===== config.mk =====
export PLATFORM = sky130hd
export DESIGN_NAME = spsf_play_ctrl
export DESIGN_NICKNAME = d
export VERILOG_FILES = /design/src/spsf_pkg.sv /design/src/spsf_play_ctrl.sv
export SDC_FILE = /design/constraint.sdc
export NUM_CORES = 1
export LEC_CHECK = 0
export BUFFER_PORTS_ARGS = -buffer_cell sky130_fd_sc_hd__buf_2
export CAP_MARGIN = 20
export CORE_ASPECT_RATIO = 1.4
export CORE_MARGIN = 2
export CORE_UTILIZATION = 43
export CTS_CLUSTER_DIAMETER = 200
export DETAILED_ROUTE_END_ITERATION = 16
export PLACE_DENSITY = 0.67
export REMOVE_ABC_BUFFERS = 1
export SLEW_MARGIN = 25
export SYNTH_ARGS = -nofsm -noshare
export SYNTH_HDL_FRONTEND = slang
export SYNTH_SLANG_ARGS = --single-unit

===== constraint.sdc =====
create_clock -name clk -period 13.95 [get_ports clk]
set_input_delay 2.79 -clock clk [delete_from_list [all_inputs] [get_ports clk]]
set_output_delay 2.79 -clock clk [all_outputs]
set_load 0.005 [all_outputs]

===== src/spsf_pkg.sv =====
// Shared constants and types for the stereo ping-pong PWM sample feeder.
package spsf_pkg;

    // Buffer geometry: one memory row holds one stereo frame (left, right).
    localparam int FRAMES_PER_BUFFER = 1152;
    localparam int SLOTS_PER_BUFFER  = 2 * FRAMES_PER_BUFFER;
    localparam int STORE_ROWS        = 2 * FRAMES_PER_BUFFER;
    localparam int ROW_W             = $clog2(STORE_ROWS);
    localparam int POS_W             = (FRAMES_PER_BUFFER > 1) ? $clog2(FRAMES_PER_BUFFER) : 1;

    // Field widths fixed by the interface.
    localparam int DUTY_W  = 16;
    localparam int WIDX_W  = 12;
    localparam int SAMPLE_W = 16;
    localparam int COUNT_W = 32;

    // Duty scaling.
    localparam int SAMPLE_OFFSET  = 32768;
    localparam int SPAN_RESET_INT = 4000;
    localparam logic [DUTY_W-1:0] SPAN_RESET = DUTY_W'(SPAN_RESET_INT);
    localparam logic [DUTY_W-1:0] MID_DUTY   =
        DUTY_W'((SAMPLE_OFFSET * SPAN_RESET_INT) >> 16);

    // APB register map.
    localparam int PADDR_W   = 3;
    localparam int PDATA_W   = 32;
    localparam int REG_IDX_W = PADDR_W - 2;
    localparam logic [REG_IDX_W-1:0] REG_DUTY_SPAN = REG_IDX_W'(0);

    // Request kinds.
    localparam logic REQ_TICK  = 1'b0;
    localparam logic REQ_WRITE = 1'b1;

    typedef struct packed {
        logic                       req_type;
        logic [WIDX_W-1:0]          write_index;
        logic signed [SAMPLE_W-1:0] sample_value;
        logic                       last_write;
    } req_beat_t;

    typedef struct packed {
        logic [DUTY_W-1:0]  left_duty;
        logic [DUTY_W-1:0]  right_duty;
        logic               duty_valid;
        logic               refill_request;
        logic               playing_buffer;
        logic [COUNT_W-1:0] swap_count;
    } rsp_beat_t;

    typedef struct packed {
        logic              wr_left;
        logic              wr_right;
        logic [ROW_W-1:0]  wr_row;
        logic [DUTY_W-1:0] wr_data;
        logic              rd_en;
        logic [ROW_W-1:0]  rd_row;
    } mem_req_t;

    typedef struct packed {
        logic               refill;
        logic               playing;
        logic [COUNT_W-1:0] swaps;
    } play_status_t;

endpackage


===== src/spsf_play_ctrl.sv =====
// Playback state, duty scaling and memory request generation for one beat.
module spsf_play_ctrl
    import spsf_pkg::*;
(
    input  logic              clk,
    input  logic              rst_n,
    input  logic              step,
    input  req_beat_t         beat,
    input  logic [DUTY_W-1:0] duty_span,
    output mem_req_t          mem_req,
    output play_status_t      status
);

    logic               active_reg;
    logic               active_next;
    logic [POS_W-1:0]   pos_reg;
    logic [POS_W-1:0]   pos_next;
    logic               refill_reg;
    logic               refill_next;
    logic [COUNT_W-1:0] swaps_reg;
    logic [COUNT_W-1:0] swaps_next;

    logic                  is_tick;
    logic                  in_range;
    logic [DUTY_W-1:0]     biased;
    logic [2*DUTY_W-1:0]   prod;
    logic [POS_W-1:0]      wr_pos;
    logic [ROW_W-1:0]      play_base;
    logic [ROW_W-1:0]      idle_base;

    assign is_tick  = (beat.req_type == REQ_TICK);
    assign in_range = (32'(beat.write_index) < SLOTS_PER_BUFFER);

    // s + 32768 on a 16-bit two's complement value is a sign-bit flip.
    assign biased = {~beat.sample_value[SAMPLE_W-1], beat.sample_value[SAMPLE_W-2:0]};
    assign prod   = biased * duty_span;

    assign wr_pos    = POS_W'(beat.write_index[WIDX_W-1:1]);
    assign play_base = active_reg ? ROW_W'(FRAMES_PER_BUFFER) : '0;
    assign idle_base = active_reg ? '0 : ROW_W'(FRAMES_PER_BUFFER);

    always_comb
    begin
        mem_req.wr_left  = step & ~is_tick & in_range & ~beat.write_index[0];
        mem_req.wr_right = step & ~is_tick & in_range &  beat.write_index[0];
        mem_req.wr_row   = idle_base + ROW_W'(wr_pos);
        mem_req.wr_data  = prod[2*DUTY_W-1:DUTY_W];
        mem_req.rd_en    = step & is_tick;
        mem_req.rd_row   = play_base + ROW_W'(pos_reg);
    end

    always_comb
    begin
        active_next = active_reg;
        pos_next    = pos_reg;
        refill_next = refill_reg;
        swaps_next  = swaps_reg;
        if (step)
        begin
            if (is_tick)
            begin
                if (pos_reg == POS_W'(FRAMES_PER_BUFFER - 1))
                begin
                    // end of buffer: swap halves and ask for a refill
                    pos_next    = '0;
                    active_next = ~active_reg;
                    refill_next = 1'b1;
                    swaps_next  = swaps_reg + COUNT_W'(1);
                end
                else
                begin
                    pos_next = pos_reg + POS_W'(1);
                end
            end
            else if (beat.last_write)
            begin
                refill_next = 1'b0;
            end
        end
    end

    always_ff @(posedge clk or negedge rst_n)
    begin
        if (!rst_n)
        begin
            active_reg <= 1'b0;
            pos_reg    <= '0;
            refill_reg <= 1'b0;
            swaps_reg  <= '0;
        end
        else
        begin
            active_reg <= active_next;
            pos_reg    <= pos_next;
            refill_reg <= refill_next;
            swaps_reg  <= swaps_next;
        end
    end

    assign status.refill  = refill_reg;
    assign status.playing = active_reg;
    assign status.swaps   = swaps_reg;

endmodule


==> qor.yml <==
timing:
  fin_skew_ns: 0.00611
  fin_crit_ns: 11.47
  setup_viol: 0
  period_share: 0.822
  worst_pin_slew_ns: 0.732
  rsz0062_at_grt: "false"
  max_freq_mhz: 87.2
  finalHoldViolations: 0
  slew_viol_final: 0
  slew_headroom: 0.508
  finalSetupTns_ns: 0
clock_tree:
  hold_buffers: 0
  clk_path_buf_depth: 2
  htreeDepth: 2
  cts_tree: "yes"
  cts_buffers: 5
  post_cts.repair.setup_buffers: 0
  clkLatencyLatePin_ns: 0.28
  clkTransAtPathRegs_ns: 0.06
  post_cts_resized: 0
  cts_root_buffer: "clkbuf_16"
  cts.sinks: 45
global_route:
  grt_antenna_before_repair: 1
  grt_max_degree: 46
  grt_pass1_vias: 8853
  grt_first_pass_wirelength_mm: 43.4
  grt_usage: 0.198
  gr-total-overflow: 0
yosys:
  seq_area_frac_synth: 0.104
  yosys.cell_types.count: 60
  synth_top_area_frac: 0.357
  synth_edf_count: 0
  syn_inst: 1197
  ys.warnings.count: 0
  synthTopCellsByArea: "fa_1, ha_1, dfrtp_1, inv_1, and2_1"
  ys_ff_latch: 45
  avgSynthCellArea_sq_um: 9.04
  synthFlopType: "dfrtp_1"
  synthesis.area_sq_mm: 0.0108
  synth-async-reset-ratio: 1.00
  synth_top_area_cell: "fa_1"
critical_path:
  r2r-start: "pos_reg[9]"
  rr_endpoint: "swaps_reg[16]"
  worstSetupEndpointType: "output port"
  ff2ff_setup_slack_ns: 11.68
  crit_path_start_kind: "input pin"
  cp_max_fo: 16
  cp.required_ns: 11.16
  cp_data_arrival_time_ns: 8.68
  r2r_cells: 6
  crit_type: "in2out"
die:
  initial_core_util: 0.439
  placementRows: 68
  die_x_um: 138
  core_area_sq_mm: 0.0247
  die_height_um: 192
  dieArea_sq_mm: 0.0265
  pin_count: 126
routing:
  drt-met1-wl_mm: 10.2
  drt_first_pass_iters: 5
  wl_met3_mm: 1.06
  remaining_drc_errors: 0
  via_per_inst: 5.23
  totalWireLength_mm: 25.2
  via_count: 8220
  routed-wl-met2_mm: 13.3
  dr.max_layer_used: "met5"
  ant_nets: 0
  drtIter0Drc: 240
  avgRoutedWirePerCell_um: 16.0
hold_path:
  hp-class: "reg2reg"
  min_path_cells: 1
  min_from: "swaps_reg[31]"
  hold_end: "swaps_reg[31]"
placement:
  gp_congestion: 0.869
  dp_hpwl_mm: 21.5
  place.port_buffers: 111
  dp_cells: 1565
layout:
  largest_reg_flops: 32
  syn2layout_area_growth_pct: 7.82
  nFillCells: 2401
  drive_gt1_frac: 0.108
  layout.cells.non_filler: 1573
  nets: 1608
  diodes: 0
status:
  status: "complete, no violations"
flow_run:
  cap_violations: 0
## cell usage after synthesis (3+ instances only)
| library cell | instances |
|---|---|
| xnor2_1 | 47 |
| ha_1 | 109 |
| a31oi_1 | 4 |
| nand2_1 | 165 |
| nand2b_1 | 11 |
| and2_1 | 110 |
| buf_2 | 4 |
| and4_1 | 6 |
| nor3_1 | 9 |
| buf_4 | 16 |
| o21a_1 | 5 |
| o21ai_1 | 4 |
| o21bai_1 | 3 |
| a211o_1 | 3 |
| a21o_1 | 10 |
| o211ai_1 | 4 |
| clkbuf_1 | 38 |
| o21ai_0 | 10 |
| dfrtp_1 | 45 |
| or4_1 | 3 |
| nor2b_1 | 12 |
| inv_1 | 225 |
| fa_1 | 193 |
| and3_1 | 8 |
| xor2_1 | 10 |
| nor2_1 | 31 |
| nand4_1 | 18 |
| nand3_1 | 26 |
| a21oi_1 | 29 |
## cell usage in the layout (no fill, tap or decap), types with 2 or more instances in the layout
cell type and n:
dfrtp_1 45, o21a_1 5, inv_1 225, nor3_1 9, mux2_2 2, a21oi_1 29, o211ai_1 4, mux2i_1 2
clkbuf_16 5, xnor2_1 47, a31oi_1 4, a211o_1 3, a21o_1 10, nor2_1 31, xor2_1 10, nand2_1 165
nand2b_1 11, o21ai_1 4, nor2b_1 12, and4_1 6, fa_1 193, buf_2 110, ha_1 109, o2111ai_1 2
nand3_1 26, nor4_2 2, and2_1 110, nand4_1 18, and3_1 8, or4_1 3, a211oi_1 2, o21ai_0 10
a31o_2 2, o21bai_1 3, nor4b_4 2, a311oi_1 2
## worst max-delay path: stages
cell and delay [ns]:
buf_2 0.30, nand2_1 0.15, fa_1 0.54, fa_1 0.51
fa_1 0.51, inv_1 0.05, fa_1 0.49, fa_1 0.56
inv_1 0.06, fa_1 0.54, inv_1 0.04, ha_1 0.37
a21oi_1 0.11, o211ai_1 0.19, a41oi_1 0.19, a21oi_2 0.36
a311oi_1 0.15, or4_1 0.59, buf_2 0.16
## stage by stage
stage                      util  setup slack [ns]  instance area, sq um  hold WS [ns]
final                     0.473              2.48                 11700         0.476
after global routing      0.473              2.21                 11700         0.511
after detailed placement  0.466              2.53                 11500         0.461
after CTS                 0.473              2.50                 11700         0.479
after global placement    0.466              2.58                 11500         0.459
after floorplan               -              3.28                 10500         0.468
## final cells by class
type / count / area (sq um) / area share
sequential: 45 / 1130 / 0.0965
clock buffer: 6 / 139 / 0.0119
timing repair buffer: 111 / 558 / 0.0478
multi-input combinational: 868 / 8560 / 0.734
clock inverter: 2 / 37.5 / 0.00322
tap: 315 / 394 / 0.0338
inverter: 226 / 848 / 0.0727
## cell families after synthesis
logic type,after synthesis,synth area share
AO/OA/AOI/OAI,93,0.0585
XOR/XNOR,57,0.0461
adder cells (fa/ha/maj),302,0.483
buffers and inverters,284,0.105
flip-flops,45,0.104
multiplexers,4,0.00393
AND/OR/NAND/NOR,412,0.200
## worst max-delay path by stage
stage | startpoint | endpoint | cells after the start
6_report | duty_span[1] | mem_req[21] | 19
5_1_grt | beat[13] | mem_req[21] | 19
4_1_cts | duty_span[1] | mem_req[21] | 19
3_5_place_dp | duty_span[1] | mem_req[21] | 19
3_3_place_gp | duty_span[7] | mem_req[21] | 21
2_1_floorplan | beat[6] | mem_req[26] | 18
## per-layer routing
metal / track usage / vias up
met5: 0 / -
met4: 0.0518 / 2
met3: 0.0294 / 46
met2: 0.369 / 190
met1: 0.238 / 4179
li1: - / 3803
Power is left out: the tool's default activity adds up to more than one toggle a clock period on the data nets, which glitch-free logic cannot reach.
