===== config.mk =====
export PLATFORM = sky130hd
export DESIGN_NAME = spsf_cfg_regs
export DESIGN_NICKNAME = d
export VERILOG_FILES = /design/src/spsf_pkg.sv /design/src/spsf_cfg_regs.sv
export SDC_FILE = /design/constraint.sdc
export NUM_CORES = 1
export LEC_CHECK = 0
export BUFFER_PORTS_ARGS = -buffer_cell sky130_fd_sc_hd__buf_2
export CAP_MARGIN = 20
export CORE_MARGIN = 4
export CORE_UTILIZATION = 38
export DETAILED_ROUTE_END_ITERATION = 8
export GPL_TIMING_DRIVEN = 0
export MAX_ROUTING_LAYER = met4
export PLACE_DENSITY = 0.83
export RECOVER_POWER = 50
export SLEW_MARGIN = 20
export SYNTH_ARGS = -nofsm -noshare
export SYNTH_HDL_FRONTEND = slang
export SYNTH_SLANG_ARGS = --single-unit

===== constraint.sdc =====
create_clock -name clk -period 2.15 [get_ports clk]
set_input_delay 0.43 -clock clk [delete_from_list [all_inputs] [get_ports clk]]
set_output_delay 0.43 -clock clk [all_outputs]
set_load 0.02 [all_outputs]

===== src/spsf_pkg.sv =====
// Shared constants and types for the stereo ping-pong PWM sample feeder.
package spsf_pkg;

    // Buffer geometry: one memory row holds one stereo frame (left, right).
    localparam int FRAMES_PER_BUFFER = 1152;
    localparam int SLOTS_PER_BUFFER  = 2 * FRAMES_PER_BUFFER;
    localparam int STORE_ROWS        = 2 * FRAMES_PER_BUFFER;
    localparam int ROW_W             = $clog2(STORE_ROWS);
    localparam int POS_W             = (FRAMES_PER_BUFFER > 1) ? $clog2(FRAMES_PER_BUFFER) : 1;

    // Field widths fixed by the interface.
    localparam int DUTY_W  = 16;
    localparam int WIDX_W  = 12;
    localparam int SAMPLE_W = 16;
    localparam int COUNT_W = 32;

    // Duty scaling.
    localparam int SAMPLE_OFFSET  = 32768;
    localparam int SPAN_RESET_INT = 4000;
    localparam logic [DUTY_W-1:0] SPAN_RESET = DUTY_W'(SPAN_RESET_INT);
    localparam logic [DUTY_W-1:0] MID_DUTY   =
        DUTY_W'((SAMPLE_OFFSET * SPAN_RESET_INT) >> 16);

    // APB register map.
    localparam int PADDR_W   = 3;
    localparam int PDATA_W   = 32;
    localparam int REG_IDX_W = PADDR_W - 2;
    localparam logic [REG_IDX_W-1:0] REG_DUTY_SPAN = REG_IDX_W'(0);

    // Request kinds.
    localparam logic REQ_TICK  = 1'b0;
    localparam logic REQ_WRITE = 1'b1;

    typedef struct packed {
        logic                       req_type;
        logic [WIDX_W-1:0]          write_index;
        logic signed [SAMPLE_W-1:0] sample_value;
        logic                       last_write;
    } req_beat_t;

    typedef struct packed {
        logic [DUTY_W-1:0]  left_duty;
        logic [DUTY_W-1:0]  right_duty;
        logic               duty_valid;
        logic               refill_request;
        logic               playing_buffer;
        logic [COUNT_W-1:0] swap_count;
    } rsp_beat_t;

    typedef struct packed {
        logic              wr_left;
        logic              wr_right;
        logic [ROW_W-1:0]  wr_row;
        logic [DUTY_W-1:0] wr_data;
        logic              rd_en;
        logic [ROW_W-1:0]  rd_row;
    } mem_req_t;

    typedef struct packed {
        logic               refill;
        logic               playing;
        logic [COUNT_W-1:0] swaps;
    } play_status_t;

endpackage


===== src/spsf_cfg_regs.sv =====
// APB configuration register block: holds duty_span.
module spsf_cfg_regs
    import spsf_pkg::*;
(
    input  logic               clk,
    input  logic               rst_n,
    input  logic               psel,
    input  logic               penable,
    input  logic               pwrite,
    input  logic [PADDR_W-1:0] paddr,
    input  logic [PDATA_W-1:0] pwdata,
    output logic [PDATA_W-1:0] prdata,
    output logic               pready,
    output logic [DUTY_W-1:0]  duty_span
);

    logic [DUTY_W-1:0]    span_reg;
    logic [DUTY_W-1:0]    span_next;
    logic [REG_IDX_W-1:0] reg_idx;
    logic                 wr_strobe;

    assign reg_idx   = paddr[PADDR_W-1:2];
    assign pready    = 1'b1;
    assign wr_strobe = psel & penable & pwrite & pready;

    always_comb
    begin
        span_next = span_reg;
        if (wr_strobe && reg_idx == REG_DUTY_SPAN)
        begin
            span_next = pwdata[DUTY_W-1:0];
        end
    end

    always_ff @(posedge clk or negedge rst_n)
    begin
        if (!rst_n)
        begin
            span_reg <= SPAN_RESET;
        end
        else
        begin
            span_reg <= span_next;
        end
    end

    always_comb
    begin
        prdata = '0;
        if (reg_idx == REG_DUTY_SPAN)
        begin
            prdata = PDATA_W'(span_reg);
        end
    end

    assign duty_span = span_reg;

endmodule


==> results of run 1 <==
[metrics by stage]
step                instances  hold slack (ns)  power (µW)  worst slack [ns]  util (%)
floorplan                  85            0.134         745             0.777         -
global placement          166            0.352         884             0.472      56.6
detailed placement        166            0.355         897             0.467      56.6
CTS                       170           0.0330        1100             0.463      58.2
global route              170            0.272        1110             0.210      55.7
finish                    170            0.201        1050             0.379      55.7
[logic make-up after synthesis]
| logic type | count (synthesis) |
|---|---|
| flops | 16 |
| simple gates | 17 |
| buf+inv | 19 |
| mux | 16 |
| other cells | 2 |
[power by group]
part / internal (µW) / switching (µW) / total (µW)
clock: 103 / 92.0 / 195
sequential: 386 / 45.1 / 431
combinational: 176 / 250 / 426
[cell type report]
class / count / area, µm² / area share, %
tap: 28 / 35.0 / 2.81
timing repair buffer: 53 / 263 / 21.1
clock buffer: 4 / 36.3 / 2.91
buffer: 19 / 135 / 10.9
multi-input combinational: 50 / 368 / 29.5
sequential: 16 / 408 / 32.8
[layer usage]
| layer | global-route usage (%) | vias to the layer above | part of all wire [%] |
|---|---|---|---|
| met5 | - | - | 0 |
| met4 | 3.97 | 0 | 0 |
| met3 | 3.45 | 0 | 13 |
| met2 | 20.6 | 46 | 48 |
| met1 | 14.0 | 313 | 38 |
| li1 | - | 335 | - |
[cell usage after synthesis, drive strengths merged]
library cell  number
buf               18
conb               2
nor2b             10
dfstp              6
clkbuf             1
dfrtp             10
mux2              16
nand4b             1
and2b              6
[worst min path at each step]
stage              endpoint  slack [ns]  cells past startpoint
2_1_floorplan  duty_span[0]        0.13                      0
3_3_place_gp   duty_span[2]        0.35                      1
3_5_place_dp   duty_span[2]        0.35                      1
4_1_cts        duty_span[4]        0.03                      1
5_1_grt        duty_span[4]        0.27                      1
6_report       duty_span[4]        0.20                      1
==> reports/metrics.yaml, run 1 <==
grt_pass1_wl_um: 3000
reg2reg_slack_ns: 1.34
viasPerCell: 4.08
synth_top_family_by_area: "multiplexers"
via_count: 694
rows: 17
crit_top_cell: "clkbuf_1"
gp_congestion: 0.674
path_cells: "clkbuf_1 -> clkbuf_1 -> nor2b_1 -> buf_2"
io_buffer_count: 53
num_antenna_cells: 0
clockBufferDepth: 2
post-cts-setup-buffers: 0
synthSimpleGateAreaFrac_pct: 14.5
cts_num_sinks: 16
grt_max_degree: 17
gr-usage-all-layers_pct: 12.2
cts_resized: 0
synth_compound_area_share_pct: 0
grt_setup_unrepaired: "no"
status: "finished clean"
required_ns: 1.72
endpoint: "prdata[6]"
final_cell_mix: "51 x buf_2, 17 x buf_4, 17 x conb_1"
yosys.area.top_type: "dfrtp_1"
ctsHoldBuffers: 0
rr_endpoint: "duty_span[4]"
fp.coreArea_um2: 2230
dieArea_um2: 3230
drive_above_1_share_pct: 60.6
finalSetupTns_ns: 0
dr.pass1.iters: 2
cts_buffers: 3
largest_reg_flops: 16
fp.dieW_um: 56.9
htree_levels: 1
critPathCaptureType: "output pin"
hold_path_class: "in -> async"
areaGrowthSynthToFinish_pct: 37.2
crit_buf_inv: 3
worstPathArrival_ns: 1.34
powerDensity_nw_per_um2: 845
synth_fa_ha_area_share_pct: 0
final_cell_area_um2: 1240
grt-ovfl-total: 0
synth-seq-area-share_pct: 45.0
synth-xor-area-share_pct: 0
netlist_instances: 70
drc: 0
critPathKind: "in -> out"
antenna_found_initial: 0
p_leak_uw: 0.000712
syn-cell-area_um2: 907
fillers: 220
postRouteWirelength_um: 1900
avgRoutedWirePerCell_um: 11.2
drt-initial-drc-count: 4
fmax_mhz: 565
netlist_top_cells_area: "dfrtp_1 28%, dfstp_2 17%, mux2_4 17%, buf_4 14%, mux2_2 7.4%"
postSynthAreaPerCell_um2: 13.0
period_needed_ns: 1.77
slowest_stage: "clkbuf_1"
cts_tree: "done"
initial_core_util_pct: 40.6
cp-startpoint: "paddr[2]"
critPathMaxStageDelay_ns: 0.43
critPathMaxFanout: 10
placed_area_um2: 1260
final_common_cell: "buf_2"
num-nets-final: 183
clk_pin_slew_worst_paths_ns: 0.10
ir_drop_v: 0.000543
fin_crit_sh_pct: 82.4
maxCapViolCount: 0
report.final.slew_viol_count: 0
clockRootBuffer: "clkbuf_4"
hold_violations: 0
startpoint_type: "input pin"
ys_warn_count: 0
worstReg2RegStart: "duty_span[4]"
grt_pass1_vias: 666
die_h_um: 56.9
synth_top_area_share_pct: 27.6
pin_count: 89
synth-seq-cells: 16
muxShareOfSynthArea_pct: 24.0
path_depth: 4
ff2ff_path_depth: 1
dp_hpwl_um: 1580
finalClockSkew_ns: 0
netlist-cell-type-count: 11
setup_viol: 0
antenna_left: 0
crit_family: "buffers and inverters"
insertion_delay_ns: 0.27
tightest_slew_ns: 0.804
relSlewSlack_pct: 46.4
Note: power is estimated with default switching activity, not from simulation.
==> run 2: changes to the inputs <==
CORE_ASPECT_RATIO = 2   (was default)
CORE_UTILIZATION = 32   (was 38)
PLACE_DENSITY = 0.74   (was 0.83)
clock period = 1.56 ns   (was 2.15 ns; I/O delays follow)
==> reports/metrics.yaml, run 2 (synthesis results as in run 1) <==
whs_endpoint: "duty_span[7]"
relSlewSlack_pct: 45.1  # -1.3 points
io_buffer_count: 53  # unchanged
pre_cts_ws_ns: 0.126  # -0.341 ns
fmax_mhz: 698
postRouteWirelength_um: 2080  # +9.3%
rr_endpoint: "duty_span[2]"
clk_pin_slew_worst_paths_ns: 0.06  # -0.04 ns
drc: 0  # unchanged
fin_crit_sh_pct: 91.8
ctsHoldBuffers: 1  # +1
slowest_stage: "clkbuf_1"
fin_ws_ns: 0.128  # -0.250 ns
grt_max_degree: 17  # unchanged
insertion_delay_ns: 0.24  # -0.03 ns
finalSetupTns_ns: 0  # unchanged
initial_core_util_pct: 33.2  # -7.5 points
dr.pass1.iters: 2  # unchanged
hold_depth: 2
rows: 27  # +10
via_count: 712  # +2.6%
gr-usage-all-layers_pct: 11.5  # -0.70 points
hold_start: "pwdata[7]"
powerDensity_nw_per_um2: 1210  # +43%
worstPathArrival_ns: 1.12  # -0.22 ns
grt-ovfl-total: 0  # unchanged
fp.coreArea_um2: 2740  # +23%
hold_slack_ns: 0.283  # +0.0825 ns
gp_congestion: 0.691  # +2.5%
critPathCaptureType: "output pin"
fp.dieW_um: 45.7  # -20%
antenna_left: 0  # unchanged
num-nets-final: 184  # +0.55%
tightest_slew_ns: 0.824  # +0.0199 ns
cts_tree: "done"
pin_count: 89  # unchanged
cts_resized: 0  # unchanged
avgRoutedWirePerCell_um: 12.1  # +8.0%
status: "finished clean"
fillers: 270  # +23%
crit_top_cell: "buf_2"
ff2ff_path_depth: 1  # unchanged
final_cell_mix: "53 x buf_2, 17 x buf_4, 17 x conb_1"
critPathMaxStageDelay_ns: 0.39  # -0.04 ns
post-cts-setup-buffers: 0  # unchanged
cts_buffers: 3  # unchanged
grt_setup_unrepaired: "no"
viasPerCell: 4.14  # +1.4%
cts_num_sinks: 16  # unchanged
hold_path_class: "in -> reg"
path_cells: "buf_2 -> clkbuf_1 -> nor2b_1 -> buf_2"
power_uw: 1540  # +46%
drive_above_1_share_pct: 61.5  # +0.98 points
ir_drop_v: 0.000690  # +27%
setup_viol: 0  # unchanged
antenna_found_initial: 0  # unchanged
finalClockSkew_ns: 0  # unchanged
p_leak_uw: 0.000728  # +2.2%
largest_reg_flops: 16  # unchanged
maxCapViolCount: 0  # unchanged
critPathMaxFanout: 10  # unchanged
startpoint_type: "input pin"
dp.cells: 167  # +0.60%
critPathKind: "in -> out"
num_antenna_cells: 0  # unchanged
required_ns: 1.25  # -0.47 ns
reg2reg_slack_ns: 0.71  # -0.63 ns
areaGrowthSynthToFinish_pct: 40.8
grt_pass1_wl_um: 3220  # +7.1%
clockRootBuffer: "clkbuf_8"
drt-initial-drc-count: 12  # +8
period_needed_ns: 1.43
grt_pass1_vias: 696  # +4.5%
htree_levels: 1  # unchanged
clockBufferDepth: 2  # unchanged
die_h_um: 83.3  # +46%
fin_cells: 172  # +1.2%
final_common_cell: "buf_2"
worstReg2RegStart: "duty_span[2]"
dieArea_um2: 3800  # +18%
report.final.slew_viol_count: 0  # unchanged
hold_violations: 0  # unchanged
[run 2: cell type report]
cell class | instances | area, µm² | area share [%]
Buffer | 19 | 136 | 10.7
Clock buffer | 4 | 55.1 | 4.31
Multi-Input combinational cell | 50 | 368 | 28.8
Sequential cell | 16 | 408 | 31.9
Tap cell | 29 | 36.3 | 2.84
Timing Repair Buffer | 54 | 274 | 21.4
[run 2: worst max-delay path: cells and delay by family]
kind	cells	cell delay (ns)
and+or+nand+nor	1	0.11
buffers and inverters	3	0.71
[run 2: how the worst max path moves through the flow]
stage,from,to,slack (ns),cells after the start
floorplan,duty_span[5],prdata[5],0.31,1
global placement,paddr[2],prdata[6],0.18,4
detailed placement,paddr[2],prdata[8],0.13,4
CTS,paddr[2],prdata[8],0.11,4
global route,paddr[2],prdata[8],0.04,4
finish,paddr[2],prdata[8],0.13,4
[run 2: where the power goes]
part / switching, µW / internal (µW)
Sequential: 65.6 / 533
Clock: 125 / 223
Combinational: 350 / 245
Total: 540 / 1000
[run 2: through the flow]
step / util, % / area, µm²
after floorplan: - / 963
after global placement: 46.2 / 1260
after detailed placement: 46.2 / 1260
after CTS: 48.6 / 1330
after global routing: 46.7 / 1280
final: 46.7 / 1280
[run 2: metal layers]
| metal | track usage (%) | part of all wire (%) | vias to the layer above |
|---|---|---|---|
| met3 | 1.95 | 13 | 4 |
| met1 | 13.0 | 35 | 322 |
| li1 | - | - | 336 |
| met5 | - | 0 | - |
| met2 | 18.5 | 50 | 50 |
| met4 | 5.87 | 2.0 | 0 |
==> run 3: changes to the inputs <==
==> constraint.sdc (replaced) <==
create_clock -name clk -period 1.56 [get_ports clk]
set_input_delay 0.078 -clock clk [delete_from_list [all_inputs] [get_ports clk]]
set_output_delay 0.078 -clock clk [all_outputs]
set_load 0.02 [all_outputs]
==> reports/metrics.yaml, run 3 (synthesis results as in run 1) <==
cp-startpoint: "paddr[2]"
placed_area_um2: 1260  # unchanged
status: "finished clean"
initial_core_util_pct: 33.2  # unchanged
largest_reg_flops: 16  # unchanged
grt_setup_unrepaired: "no"
areaGrowthSynthToFinish_pct: 43.4
cts_num_sinks: 16  # unchanged
required_ns: 1.68  # +0.43 ns
fp.coreArea_um2: 2740  # unchanged
worstReg2RegStart: "duty_span[0]"
avgRoutedWirePerCell_um: 12.0  # -0.67%
ir_drop_v: 0.000691  # about the same
num_antenna_cells: 0  # unchanged
relSlewSlack_pct: 44.8  # -0.24 points
fp.dieW_um: 45.7  # unchanged
drc: 0  # unchanged
finalSetupTns_ns: 0  # unchanged
clockBufferDepth: 2  # unchanged
maxCapViolCount: 0  # unchanged
antenna_found_initial: 0  # unchanged
io_buffer_count: 53  # unchanged
via_count: 713  # +0.14%
viasPerCell: 4.15  # +0.14%
dieArea_um2: 3800  # unchanged
drt-initial-drc-count: 14  # +2
grt-ovfl-total: 0  # unchanged
worstPathArrival_ns: 1.39  # +0.27 ns
insertion_delay_ns: 0.24  # about the same
rows: 27  # unchanged
cts_tree: "done"
grt_max_degree: 17  # unchanged
gp_congestion: 0.691  # unchanged
grt_pass1_wl_um: 3220  # unchanged
ctsHoldBuffers: 1  # unchanged
hold_start: "pwdata[6]"
powerDensity_nw_per_um2: 1200  # -0.42%
gr-usage-all-layers_pct: 11.5  # unchanged
p_leak_uw: 0.000758  # +4.1%
period_needed_ns: 1.27  # -0.163 ns
tightest_slew_ns: 0.827  # +0.00364 ns
startpoint_type: "input pin"
clockRootBuffer: "clkbuf_8"
cts_buffers: 3  # unchanged
antenna_left: 0  # unchanged
final_cell_area_um2: 1300  # +1.9%
cts_resized: 0  # unchanged
fillers: 265  # -1.9%
final_common_cell: "buf_2"
drive_above_1_share_pct: 63.6  # +2.1 points
grt_pass1_vias: 696  # unchanged
final_cell_mix: "52 x buf_2, 17 x buf_4, 17 x conb_1"
hold_path_class: "in -> reg"
num-nets-final: 184  # unchanged
critPathKind: "in -> reg"
finalClockSkew_ns: 0  # unchanged
fmax_mhz: 788  # +13%
htree_levels: 1  # unchanged
setup_viol: 0  # unchanged
critPathCaptureType: "register"
critPathMaxFanout: 10  # unchanged
die_h_um: 83.3  # unchanged
fin_crit_sh_pct: 81.3  # -10 points
dr.pass1.iters: 2  # unchanged
hold_violations: 0  # unchanged
postRouteWirelength_um: 2060  # -0.67%
pin_count: 89  # unchanged
report.final.slew_viol_count: 0  # unchanged
post-cts-setup-buffers: 0  # unchanged
clk_pin_slew_worst_paths_ns: 0.06  # about the same
## run 3: cell count changes in the layout (fill, tap and decap cells not counted)
cell	before	now
clkbuf_1	2	3
nand4b_1	1	0
nand4b_2	0	1
mux2_1	8	3
buf_2	53	52
dfstp_2	6	4
dfstp_1	0	2
mux2_4	2	7
## run 3: metrics by stage
stage	util, %	instances	hold WS, ns	worst slack (ns)	total power, µW
after floorplan	-	85	-0.218	0.547	1030
after global placement	46.2	167	-0.00358	0.469	1230
after detailed placement	46.2	167	0.00569	0.445	1250
after CTS	48.6	172	0.0551	0.364	1610
after global routing	47.6	172	0.0337	0.182	1650
final	47.6	172	0.0486	0.292	1560
## run 3: routing by layer
layer | vias up | routed length, µm | track usage, %
li1 | 337 | - | -
met1 | 322 | 723 | 13.0
met2 | 50 | 1030 | 18.5
met3 | 4 | 262 | 1.95
met4 | 0 | 42 | 5.87
met5 | - | 0 | -
## run 3: critical path, stage by stage
cell and delay (ns):
buf_2 0.14, nand4b_2 0.24, clkbuf_1 0.56, mux2_1 0.38
## run 3: power by group
group	internal, µW	switching (µW)
Clock	223	126
Sequential	529	67.4
Combinational	268	351
## run 3: final cells by class
type                    instances  area, µm²  share of cell area (%)
flip-flops and latches         16        408                    31.3
multi-input cells              50        393                    30.2
repair buffers                 54        274                    21.1
clock buffers                   4       55.1                    4.23
well taps                      29       36.3                    2.79
plain buffers                  19        135                    10.4
## run 3: path summary, 6_finish.rpt
check | depth (start not counted) | endpoint | slack [ns]
max in group asynchronous | 2 | duty_span[14] | 0.59
setup / recovery | 4 | duty_span[0] | 0.29
hold / removal | 2 | duty_span[6] | 0.05
setup reg to reg | 1 | duty_span[0] | 0.74
hold reg to reg | 1 | duty_span[14] | 0.53
min in group asynchronous | 2 | duty_span[12] | 0.46
